[config.mk]
export PLATFORM = sky130hd
export DESIGN_NAME = autorange_seven_segment_formatter_flat
export DESIGN_NICKNAME = d
export VERILOG_FILES = /design/src/hdl/assf_pkg.sv /design/src/hdl/assf_if.sv /design/src/hdl/autorange_seven_segment_formatter.sv /design/src/hdl/assf_range.sv /design/src/hdl/assf_div.sv /design/src/hdl/assf_digits.sv /design/src/flat_wrapper.sv
export SDC_FILE = /design/constraint.sdc
export NUM_CORES = 1
export LEC_CHECK = 0
export CORE_ASPECT_RATIO = 1.1
export CORE_MARGIN = 2
export CORE_UTILIZATION = 35
export CTS_CLUSTER_SIZE = 28
export DETAILED_ROUTE_END_ITERATION = 8
export DONT_BUFFER_PORTS = 1
export GPL_ROUTABILITY_DRIVEN = 0
export PLACE_DENSITY_LB_ADDON = 0.25
export SYNTH_ARGS = -nofsm -noshare
export SYNTH_HDL_FRONTEND = slang
export SYNTH_SLANG_ARGS = --single-unit
[constraint.sdc]
create_clock -name i_clk -period 8.2 [get_ports i_clk]
set_input_delay 0.41 -clock i_clk [delete_from_list [all_inputs] [get_ports i_clk]]
set_output_delay 0.41 -clock i_clk [all_outputs]
set_load 0.01 [all_outputs]
[src/hdl/assf_pkg.sv]
// Package for the autoranging seven-segment formatter.
// Holds the stage widths, range codes, reciprocal constants and the glyph fonts.
// No dependencies.
`default_nettype none

package assf_pkg;

    // Pipeline depth: range, multiply, correct, hundreds split, tens split and font
    localparam int NUM_STAGES = 5;

    // Clamped and biased magnitude: up to 999500, fits 20 bits
    localparam int X_W        = 20;
    localparam int Q_W        = 10;
    localparam int RECIP_W    = 27;
    localparam int RECIP_SHIFT = 30;
    localparam int PROD_W     = X_W + RECIP_W;

    localparam logic [X_W-1:0] CLAMP_MAX  = X_W'(999000);
    localparam logic [X_W-1:0] FINE_LIMIT = X_W'(10000);
    localparam logic [X_W-1:0] MID_LIMIT  = X_W'(100000);
    localparam logic [Q_W-1:0] Q_MAX      = Q_W'(999);

    // Hundreds of q by multiply and shift: floor(q * 41 / 4096) for q < 1000
    localparam int HUND_MUL_W = 6;
    localparam logic [HUND_MUL_W-1:0] HUND_MUL = HUND_MUL_W'(41);
    localparam int HUND_SHIFT = 12;
    // Tens of r by multiply and shift: floor(r * 205 / 2048) for r < 100
    localparam int TEN_MUL_W  = 8;
    localparam logic [TEN_MUL_W-1:0] TEN_MUL = TEN_MUL_W'(205);
    localparam int TEN_SHIFT  = 11;

    // Display range: where the point sits and which power of ten scales the value
    typedef enum logic [1:0] {
        RNG_FINE   = 2'd0,  // d.dd
        RNG_MID    = 2'd1,  // dd.d
        RNG_COARSE = 2'd2   // ddd
    } t_range;

    // Data that rides along the arithmetic stages
    typedef struct packed {
        logic       kind;
        logic       pt_first;
        logic       pt_second;
        logic [6:0] pat_first;
        logic [6:0] pat_second;
        logic [6:0] pat_third;
    } t_side;

    localparam logic KIND_NUMBER = 1'b0;
    localparam logic KIND_GLYPH  = 1'b1;

    localparam logic signed [7:0] GLYPH_DASH = -8'sd2;
    localparam logic signed [7:0] GLYPH_A    = 8'sd65;
    localparam logic signed [7:0] GLYPH_Z    = 8'sd90;
    localparam logic signed [7:0] GLYPH_NINE = 8'sd9;
    localparam logic [6:0]        SEG_DASH   = 7'h40;
    localparam logic [6:0]        SEG_BLANK  = 7'h00;

    localparam logic [6:0] LETTER_FONT [0:25] = '{
        7'h77, 7'h7C, 7'h39, 7'h5E, 7'h79, 7'h71, 7'h3D, 7'h76, 7'h06, 7'h1E,
        7'h78, 7'h38, 7'h15, 7'h54, 7'h3F, 7'h73, 7'h67, 7'h50, 7'h6D, 7'h78,
        7'h3E, 7'h1C, 7'h5C, 7'h76, 7'h6E, 7'h5B
    };

    function automatic logic [6:0] digit_font(input logic [3:0] d);
        logic [6:0] seg;
        case (d)
            4'd0:    seg = 7'h3F;
            4'd1:    seg = 7'h06;
            4'd2:    seg = 7'h5B;
            4'd3:    seg = 7'h4F;
            4'd4:    seg = 7'h66;
            4'd5:    seg = 7'h6D;
            4'd6:    seg = 7'h7D;
            4'd7:    seg = 7'h07;
            4'd8:    seg = 7'h7F;
            4'd9:    seg = 7'h6F;
            default: seg = SEG_BLANK;
        endcase
        return seg;
    endfunction

    function automatic logic [6:0] glyph_pattern(input logic signed [7:0] code);
        logic [7:0] off;
        logic [6:0] seg;
        off = code - GLYPH_A;
        if (code >= 8'sd0 && code <= GLYPH_NINE) begin
            seg = digit_font(code[3:0]);
        end else if (code >= GLYPH_A && code <= GLYPH_Z) begin
            seg = LETTER_FONT[off[4:0]];
        end else if (code == GLYPH_DASH) begin
            seg = SEG_DASH;
        end else begin
            seg = SEG_BLANK;
        end
        return seg;
    endfunction

    // floor(2^30 / d) for d = 10, 100, 1000
    function automatic logic [RECIP_W-1:0] range_recip(input t_range rng);
        logic [RECIP_W-1:0] m;
        unique case (rng)
            RNG_FINE:   m = RECIP_W'(107374182);
            RNG_MID:    m = RECIP_W'(10737418);
            RNG_COARSE: m = RECIP_W'(1073741);
            default:    m = RECIP_W'(1073741);
        endcase
        return m;
    endfunction

    function automatic logic [Q_W-1:0] range_divisor(input t_range rng);
        logic [Q_W-1:0] d;
        unique case (rng)
            RNG_FINE:   d = Q_W'(10);
            RNG_MID:    d = Q_W'(100);
            RNG_COARSE: d = Q_W'(1000);
            default:    d = Q_W'(1000);
        endcase
        return d;
    endfunction

    // Half of the divisor, added before truncation for round half up
    function automatic logic [X_W-1:0] range_bias(input t_range rng);
        logic [X_W-1:0] b;
        unique case (rng)
            RNG_FINE:   b = X_W'(5);
            RNG_MID:    b = X_W'(50);
            RNG_COARSE: b = X_W'(500);
            default:    b = X_W'(500);
        endcase
        return b;
    endfunction

endpackage

`default_nettype wire

[src/hdl/assf_if.sv]
// Channel interfaces of the seven-segment formatter: input word and output word.
// Depends on nothing; payload widths follow the channel field list.
`default_nettype none

interface assf_in_if;
    logic               valid;
    logic               ready;
    logic               kind;
    logic signed [20:0] value_milli;
    logic signed [7:0]  glyph_first;
    logic signed [7:0]  glyph_second;
    logic signed [7:0]  glyph_third;
    logic               point_first;
    logic               point_second;

    modport source (
        output valid, kind, value_milli, glyph_first, glyph_second, glyph_third,
               point_first, point_second,
        input  ready
    );
    modport sink (
        input  valid, kind, value_milli, glyph_first, glyph_second, glyph_third,
               point_first, point_second,
        output ready
    );
endinterface

interface assf_out_if;
    logic       valid;
    logic       ready;
    logic [7:0] seg_first;
    logic [7:0] seg_second;
    logic [6:0] seg_third;

    modport source (
        output valid, seg_first, seg_second, seg_third,
        input  ready
    );
    modport sink (
        input  valid, seg_first, seg_second, seg_third,
        output ready
    );
endinterface

`default_nettype wire

[src/hdl/autorange_seven_segment_formatter.sv]
// Top level of the autoranging three-digit seven-segment formatter.
// Depends on assf_pkg, assf_if, assf_range, assf_div and assf_digits.
//
//   channel  | dir | payload                                        | handshake
//   ---------+-----+------------------------------------------------+------------
//   i_word   | in  | kind, value_milli, glyph_first/second/third,   | valid/ready
//            |     | point_first, point_second                      |
//   o_word   | out | seg_first, seg_second, seg_third               | valid/ready
//
// One word enters per clock while i_word.ready is high; results leave in order.
// The five register stages are range select, reciprocal multiply, quotient
// correction, hundreds split, tens/units split with font lookup.
// Reset (i_rst_n low at a clock edge) clears all stage valid bits.
// A stall at the output holds only the stages that are full; empty stages still
// fill, so i_word.ready stays high while any stage is empty and follows
// o_word.ready only when all five stages are full.
`default_nettype none

module autorange_seven_segment_formatter
    import assf_pkg::*;
(
    input  wire logic  i_clk,
    input  wire logic  i_rst_n,
    assf_in_if.sink    i_word,
    assf_out_if.source o_word
);

    logic [NUM_STAGES-1:0] r_vld;
    logic [NUM_STAGES-1:0] n_vld;
    logic [NUM_STAGES-1:0] adv;

    logic [X_W-1:0] s1_x;
    t_range         s1_rng;
    t_side          s1_side;
    logic [Q_W-1:0] s3_q;
    t_side          s3_side;

    // Advance a stage when it is empty or the next one advances
    always_comb begin
        adv[NUM_STAGES-1] = !r_vld[NUM_STAGES-1] || o_word.ready;
        for (int k = NUM_STAGES - 2; k >= 0; k--) begin
            adv[k] = !r_vld[k] || adv[k+1];
        end
    end

    // Move valid bits along with the stages that advance, hold the rest
    always_comb begin
        if (adv[0]) begin
            n_vld[0] = i_word.valid;
        end else begin
            n_vld[0] = r_vld[0];
        end
        for (int k = 1; k < NUM_STAGES; k++) begin
            if (adv[k]) begin
                n_vld[k] = r_vld[k-1];
            end else begin
                n_vld[k] = r_vld[k];
            end
        end
    end

    always_ff @(posedge i_clk) begin
        if (!i_rst_n) begin
            r_vld <= '0;
        end else begin
            r_vld <= n_vld;
        end
    end

    assign i_word.ready = adv[0];
    assign o_word.valid = r_vld[NUM_STAGES-1];

    assf_range u_range (
        .i_clk          (i_clk),
        .i_en           (adv[0]),
        .i_kind         (i_word.kind),
        .i_value_milli  (i_word.value_milli),
        .i_glyph_first  (i_word.glyph_first),
        .i_glyph_second (i_word.glyph_second),
        .i_glyph_third  (i_word.glyph_third),
        .i_point_first  (i_word.point_first),
        .i_point_second (i_word.point_second),
        .o_x            (s1_x),
        .o_rng          (s1_rng),
        .o_side         (s1_side)
    );

    assf_div u_div (
        .i_clk    (i_clk),
        .i_en_mul (adv[1]),
        .i_en_fix (adv[2]),
        .i_x      (s1_x),
        .i_rng    (s1_rng),
        .i_side   (s1_side),
        .o_q      (s3_q),
        .o_side   (s3_side)
    );

    assf_digits u_digits (
        .i_clk        (i_clk),
        .i_en_hund    (adv[3]),
        .i_en_out     (adv[4]),
        .i_q          (s3_q),
        .i_side       (s3_side),
        .o_seg_first  (o_word.seg_first),
        .o_seg_second (o_word.seg_second),
        .o_seg_third  (o_word.seg_third)
    );

endmodule

`default_nettype wire

[src/hdl/assf_range.sv]
// First stage: clamp the value, pick the display range, add the rounding bias,
// and encode glyph codes to segment patterns. Uses assf_pkg.
`default_nettype none

module assf_range
    import assf_pkg::*;
(
    input  wire logic               i_clk,
    input  wire logic               i_en,
    input  wire logic               i_kind,
    input  wire logic signed [20:0] i_value_milli,
    input  wire logic signed [7:0]  i_glyph_first,
    input  wire logic signed [7:0]  i_glyph_second,
    input  wire logic signed [7:0]  i_glyph_third,
    input  wire logic               i_point_first,
    input  wire logic               i_point_second,
    output logic [X_W-1:0]          o_x,
    output t_range                  o_rng,
    output t_side                   o_side
);

    logic [X_W-1:0] n_mag;
    t_range         n_rng;
    t_side          n_side;
    logic [X_W-1:0] r_x;
    t_range         r_rng;
    t_side          r_side;

    // Clamp negative to zero and large values to 999.000
    always_comb begin
        if (i_value_milli[20]) begin
            n_mag = '0;
        end else if (i_value_milli > 21'sd999000) begin
            n_mag = CLAMP_MAX;
        end else begin
            n_mag = i_value_milli[X_W-1:0];
        end
    end

    // Pick the range that fits the clamped value
    always_comb begin
        if (n_mag < FINE_LIMIT) begin
            n_rng = RNG_FINE;
        end else if (n_mag < MID_LIMIT) begin
            n_rng = RNG_MID;
        end else begin
            n_rng = RNG_COARSE;
        end
    end

    // Points come from the range in number mode, from the word in glyph mode
    always_comb begin
        n_side.kind       = i_kind;
        n_side.pt_first   = (i_kind == KIND_GLYPH) ? i_point_first  : (n_rng == RNG_FINE);
        n_side.pt_second  = (i_kind == KIND_GLYPH) ? i_point_second : (n_rng == RNG_MID);
        n_side.pat_first  = glyph_pattern(i_glyph_first);
        n_side.pat_second = glyph_pattern(i_glyph_second);
        n_side.pat_third  = glyph_pattern(i_glyph_third);
    end

    // Hold stage on stall
    always_ff @(posedge i_clk) begin
        if (i_en) begin
            r_x    <= n_mag + range_bias(n_rng);
            r_rng  <= n_rng;
            r_side <= n_side;
        end
    end

    assign o_x    = r_x;
    assign o_rng  = r_rng;
    assign o_side = r_side;

endmodule

`default_nettype wire

[src/hdl/assf_div.sv]
// Constant division stages: multiply by the range reciprocal, then correct the
// quotient by one compare and saturate to 999. Uses assf_pkg.
`default_nettype none

module assf_div
    import assf_pkg::*;
(
    input  wire logic           i_clk,
    input  wire logic           i_en_mul,
    input  wire logic           i_en_fix,
    input  wire logic [X_W-1:0] i_x,
    input  wire t_range         i_rng,
    input  wire t_side          i_side,
    output logic [Q_W-1:0]      o_q,
    output t_side               o_side
);

    logic [PROD_W-1:0] n_prod;
    logic [PROD_W-1:0] r_prod;
    logic [X_W-1:0]    r_x;
    t_range            r_rng;
    t_side             r_side_m;

    logic [Q_W-1:0]    q_est;
    logic [Q_W-1:0]    dv;
    logic [X_W-1:0]    q_times_d;
    logic [X_W-1:0]    rem;
    logic [Q_W-1:0]    q_fix;
    logic [Q_W-1:0]    n_q;
    logic [Q_W-1:0]    r_q;
    t_side             r_side_q;

    // Estimate x / d from below, off by at most one
    assign n_prod = PROD_W'(i_x) * PROD_W'(range_recip(i_rng));

    always_ff @(posedge i_clk) begin
        if (i_en_mul) begin
            r_prod   <= n_prod;
            r_x      <= i_x;
            r_rng    <= i_rng;
            r_side_m <= i_side;
        end
    end

    // Correct the estimate with the remainder, then saturate
    always_comb begin
        q_est     = r_prod[RECIP_SHIFT +: Q_W];
        dv        = range_divisor(r_rng);
        q_times_d = X_W'(q_est) * X_W'(dv);
        rem       = r_x - q_times_d;
        q_fix     = (rem >= X_W'(dv)) ? q_est + Q_W'(1) : q_est;
        n_q       = (q_fix > Q_MAX) ? Q_MAX : q_fix;
    end

    always_ff @(posedge i_clk) begin
        if (i_en_fix) begin
            r_q      <= n_q;
            r_side_q <= r_side_m;
        end
    end

    assign o_q    = r_q;
    assign o_side = r_side_q;

endmodule

`default_nettype wire

[src/hdl/assf_digits.sv]
// Digit split and font stages: hundreds, then tens and units, then segment
// patterns with points into the output register. Uses assf_pkg.
`default_nettype none

module assf_digits
    import assf_pkg::*;
(
    input  wire logic           i_clk,
    input  wire logic           i_en_hund,
    input  wire logic           i_en_out,
    input  wire logic [Q_W-1:0] i_q,
    input  wire t_side          i_side,
    output logic [7:0]          o_seg_first,
    output logic [7:0]          o_seg_second,
    output logic [6:0]          o_seg_third
);

    localparam int HP_W = Q_W + HUND_MUL_W;
    localparam int TP_W = 7 + TEN_MUL_W;

    logic [HP_W-1:0] hund_prod;
    logic [3:0]      n_hund;
    logic [Q_W-1:0]  n_r100;
    logic [3:0]      r_hund;
    logic [6:0]      r_r100;
    t_side           r_side;

    logic [TP_W-1:0] ten_prod;
    logic [3:0]      tens;
    logic [6:0]      units_w;
    logic [7:0]      n_seg_first;
    logic [7:0]      n_seg_second;
    logic [6:0]      n_seg_third;
    logic [7:0]      r_seg_first;
    logic [7:0]      r_seg_second;
    logic [6:0]      r_seg_third;

    // Split off the hundreds digit
    always_comb begin
        hund_prod = HP_W'(i_q) * HP_W'(HUND_MUL);
        n_hund    = hund_prod[HUND_SHIFT +: 4];
        n_r100    = i_q - Q_W'(n_hund) * Q_W'(100);
    end

    always_ff @(posedge i_clk) begin
        if (i_en_hund) begin
            r_hund <= n_hund;
            r_r100 <= n_r100[6:0];
            r_side <= i_side;
        end
    end

    // Split tens and units, pick number or glyph patterns
    always_comb begin
        ten_prod = TP_W'(r_r100) * TP_W'(TEN_MUL);
        tens     = ten_prod[TEN_SHIFT +: 4];
        units_w  = r_r100 - 7'(tens) * 7'd10;
        if (r_side.kind == KIND_GLYPH) begin
            n_seg_first  = {r_side.pt_first,  r_side.pat_first};
            n_seg_second = {r_side.pt_second, r_side.pat_second};
            n_seg_third  = r_side.pat_third;
        end else begin
            n_seg_first  = {r_side.pt_first,  digit_font(r_hund)};
            n_seg_second = {r_side.pt_second, digit_font(tens)};
            n_seg_third  = digit_font(units_w[3:0]);
        end
    end

    // Output register, held while the sink stalls
    always_ff @(posedge i_clk) begin
        if (i_en_out) begin
            r_seg_first  <= n_seg_first;
            r_seg_second <= n_seg_second;
            r_seg_third  <= n_seg_third;
        end
    end

    assign o_seg_first  = r_seg_first;
    assign o_seg_second = r_seg_second;
    assign o_seg_third  = r_seg_third;

endmodule

`default_nettype wire

[src/flat_wrapper.sv]
// flat-port wrapper written by rule: the top's interface ports become plain ports
module autorange_seven_segment_formatter_flat import assf_pkg::*;
  (i_clk, i_rst_n, i_word_valid, i_word_kind, i_word_value_milli, i_word_glyph_first, i_word_glyph_second, i_word_glyph_third, i_word_point_first, i_word_point_second, i_word_ready, o_word_valid, o_word_seg_first, o_word_seg_second, o_word_seg_third, o_word_ready);
  assf_in_if i_word_i ();
  assf_out_if o_word_i ();
  input  wire logic i_clk;
  input  wire logic i_rst_n;
  input wire logic [$bits(i_word_i.valid)-1:0] i_word_valid;
  input wire logic [$bits(i_word_i.kind)-1:0] i_word_kind;
  input wire logic [$bits(i_word_i.value_milli)-1:0] i_word_value_milli;
  input wire logic [$bits(i_word_i.glyph_first)-1:0] i_word_glyph_first;
  input wire logic [$bits(i_word_i.glyph_second)-1:0] i_word_glyph_second;
  input wire logic [$bits(i_word_i.glyph_third)-1:0] i_word_glyph_third;
  input wire logic [$bits(i_word_i.point_first)-1:0] i_word_point_first;
  input wire logic [$bits(i_word_i.point_second)-1:0] i_word_point_second;
  output wire logic [$bits(i_word_i.ready)-1:0] i_word_ready;
  output wire logic [$bits(o_word_i.valid)-1:0] o_word_valid;
  output wire logic [$bits(o_word_i.seg_first)-1:0] o_word_seg_first;
  output wire logic [$bits(o_word_i.seg_second)-1:0] o_word_seg_second;
  output wire logic [$bits(o_word_i.seg_third)-1:0] o_word_seg_third;
  input wire logic [$bits(o_word_i.ready)-1:0] o_word_ready;
  assign i_word_i.valid = i_word_valid;
  assign i_word_i.kind = i_word_kind;
  assign i_word_i.value_milli = i_word_value_milli;
  assign i_word_i.glyph_first = i_word_glyph_first;
  assign i_word_i.glyph_second = i_word_glyph_second;
  assign i_word_i.glyph_third = i_word_glyph_third;
  assign i_word_i.point_first = i_word_point_first;
  assign i_word_i.point_second = i_word_point_second;
  assign i_word_ready = i_word_i.ready;
  assign o_word_valid = o_word_i.valid;
  assign o_word_seg_first = o_word_i.seg_first;
  assign o_word_seg_second = o_word_i.seg_second;
  assign o_word_seg_third = o_word_i.seg_third;
  assign o_word_i.ready = o_word_ready;
  autorange_seven_segment_formatter u_core (.i_clk(i_clk), .i_rst_n(i_rst_n), .i_word(i_word_i), .o_word(o_word_i));
endmodule
==> flow_metrics.tcl <==
set metrics [dict create \
    synth-simple-area-share 0.09413 \
    ios 77 \
    track_usage 0.1805 \
    syn-instance-count 2790 \
    relSlewSlack 0.3386 \
    synth-seq-area-share 0.2151 \
    final_nets 3686 \
    synth_area_leader_cell "fa_1" \
    ys_ff_latch 206 \
    grt_pass1_vias 19700 \
    max_clock_freq_mhz 128.9 \
    path_max_fanout 44 \
    grt_max_degree 48 \
    synth_compound_area_frac 0.09387 \
    drv_cap 0 \
    drt-total-wl_um 73040 \
    dr.pass1.iters 5 \
    path_clk_slew_ns 0.08 \
    cp-start-kind "register" \
    async_flop_share 0 \
    fin_crit_ns 7.759 \
    drive_above_1_share 0.04690 \
    setup.worst_path.end_class "register" \
    drc 0 \
    setup_tns_ns 0 \
    synthAdderAreaFrac 0.4658 \
    drt.antenna.violating_nets 0 \
    dieHeight_um 301.7 \
    initial_utilization 0.3523 \
    cts.sinks 206 \
    fin_crit_sh 0.9462 \
    chipWidth_um 274.7 \
    synth_top_family_by_area "adder cells" \
    clockBufferDepth 3 \
    slew_viol_final 0 \
    slowest_delay_ns 0.58 \
    wl_per_cell_um 18.75 \
    tightest_slew_ns 0.9887 \
    crit_path_cell_trace "buf_12 -> nor2b_1 -> and2_1 -> ha_1 -> inv_1 -> fa_1 -> fa_1 -> inv_1 -> fa_1 -> inv_1 -> fa_1 -> inv_1 -> fa_1 -> fa_1 -> ha_1 -> a2111oi_0 -> o211ai_1 -> a22oi_1 -> buf_4 -> o21ai_0 -> o21a_1 -> a21oi_1 -> o21bai_1 -> xnor2_1" \
    grt_antenna_before_repair 7 \
    grt_pass1_wl_um 114900 \
    cpMaxStageDelayCell "fa_1" \
    rsz0062_at_grt "false" \
    port_buffers 0 \
    worstSkewPairLatency_ns 0.52 \
    required_ns 8.46 \
    areaGrowthSynthToFinish_pct 8.193 \
    gr-total-overflow 0 \
    crit_type "reg -> reg" \
    cts-buffers-inserted 21 \
    synth_mux_area_frac 0.008207 \
    clock-root-buffer "clkbuf_16" \
    die-area_um2 82880 \
    cts_tree "built" \
    core_um2 80060 \
    drtIter0Drc 1215 \
    dr_total_vias 18920 \
    dp_hpwl_um 61590 \
    synth-main-ff-cell "edfxtp_1" \
    syn_area_um2 28210 \
    num_rows 109 \
    setup_viol 0 \
    synthDistinctLibCells 74 \
    synth.top_cell.area_share 0.2804 \
    arrival_ns 8.02 \
    status "finished, final reports clean" \
    skew_ns 0.01468 \
    synth_edf_count 194 \
    synth-xor-area-share 0.02795 \
    synthTopCellsByArea "fa_1 (28%), edfxtp_1 (21%), ha_1 (19%), inv_1 (8.5%), o21ai_0 (2.0%)" \
    avgSynthCellArea_um2 10.11 \
    vias_per_cell 4.855 \
    crit_top_cell "fa_1" \
    hold_class "in -> reg" \
    htreeDepth 1 \
    ys_warn_count 0 \
    hold_viol_final 0 \
]
-- synthesized netlist by cell type, types with 7 or more instances --
library cell and instances:
nand2b_1 24, mux2i_1 13, nand4_1 18, nand2_1 143
xnor2_1 58, nor2_1 120, clkbuf_1 61, ha_1 418
and3_1 8, a31oi_1 20, xor2_1 32, nand3_1 34
nor2b_1 59, o21a_1 17, o31ai_1 9, mux2_2 9
o22ai_1 8, inv_1 639, a211oi_1 20, or2_2 8
edfxtp_1 194, a21o_1 30, nor3_1 25, dfxtp_1 12
nor4_1 7, a21oi_1 95, o21ai_0 111, fa_1 395
and2_1 65, o211ai_1 20
-- critical path, delay by kind of cell, from the launching register on --
family | cells | cell delay, ns
AO/OA/AOI/OAI | 7 | 1.75
XOR/XNOR | 1 | 0.13
adder cells (fa/ha/maj) | 8 | 3.54
buffers and inverters | 6 | 0.65
flip-flops | 1 | 0.42
AND/OR/NAND/NOR | 2 | 0.94
-- layout make-up --
cell class	instances	area (um^2)
diodes	6	15.01
clock buffers	23	533.0
clock inverters	15	125.1
fillers	7973	49540
inverters	644	2417
multi-input cells	1884	19540
flip-flops and latches	206	6066
well taps	1054	1319
repair buffers	64	498.0
-- cells by family after synthesis --
group,after synthesis
and+or+nand+nor,534
AOI/OAI and AO/OA,413
xor gates and xnor gates,90
adders and majority gates,813
other,2
muxes,22
DFF,206
buffers and inverters,710
-- worst paths after layout --
kind	slack [ns]	end	cells after the start	startpoint
worst max-delay path	0.44	u_core.u_div.r_prod[39]	24	u_core.u_range.o_rng[1]
worst min-delay path	0.03	u_core.r_vld[2]	1	i_rst_n
worst max register to register	0.44	u_core.u_div.r_prod[39]	24	u_core.u_range.o_rng[1]
worst min register to register	0.41	u_core.u_digits.r_side[23]	0	u_core.u_div.o_side[23]
-- timing repair --
item                                    in CTS  in global routing
hold buffers                                 2                  0
setup buffers                                0                  4
endpoints found under the setup margin       0                  9
gates resized for setup                      0                  8
endpoints found under the hold margin        4                  0
-- flip-flops by register name, indices dropped and copies added, names as in the netlist, 10 cells and up, named ones only --
| register | cells |
|---|---|
| u_core.u_range.o_side | 24 |
| u_core.u_div.o_side | 24 |
| u_core.u_div.r_side_m | 24 |
| u_core.u_digits.r_side | 24 |
| u_core.u_div.r_prod | 10 |
| u_core.u_div.r_x | 20 |
| u_core.u_div.o_q | 10 |
| u_core.u_range.o_x | 20 |
-- metal layers --
layer / vias up / GRT usage / part of all wire
met5: - / 0 / 0.00037
met4: 4 / 0.04684 / 0.026
met3: 89 / 0.03596 / 0.065
met2: 402 / 0.2959 / 0.47
met1: 9278 / 0.2438 / 0.44
li1: 9143 / - / -
-- through the flow --
step | setup slack (ns) | area [um^2] | util | hold slack (ns) | instances
after floorplan | 0.3508 | 28240 | - | 0.4003 | 2800
after global placement | 0.2964 | 29760 | 0.3717 | 0.4018 | 3846
after detailed placement | 0.1871 | 29760 | 0.3717 | 0.4045 | 3846
after CTS | 0.1837 | 30440 | 0.3802 | 0.004599 | 3886
after global routing | 0.05216 | 30500 | 0.3810 | 0.02498 | 3890
final | 0.4413 | 30520 | 0.3812 | 0.02514 | 3896
-- layout by cell type, fill, tap and decap left out, drive strengths merged, types with 9 or more instances in the layout --
master  count
nor2      120
buf        62
or2         9
mux2i      13
nand3      34
o21a       17
conb       12
a21o       30
nor3       25
nand2b     24
xor2       32
fa        395
nor2b      59
xnor2      58
o21ai     114
a21oi      96
nand2     143
inv       644
clkbuf     23
edfxtp    194
a211oi     20
and2       65
dfxtp      12
mux2        9
ha        418
a31oi      20
nand4      18
o211ai     20
clkinv     14
o31ai       9
Power is left out: the tool's default activity adds up to more than one toggle a clock period on the data nets, which glitch-free logic cannot reach.
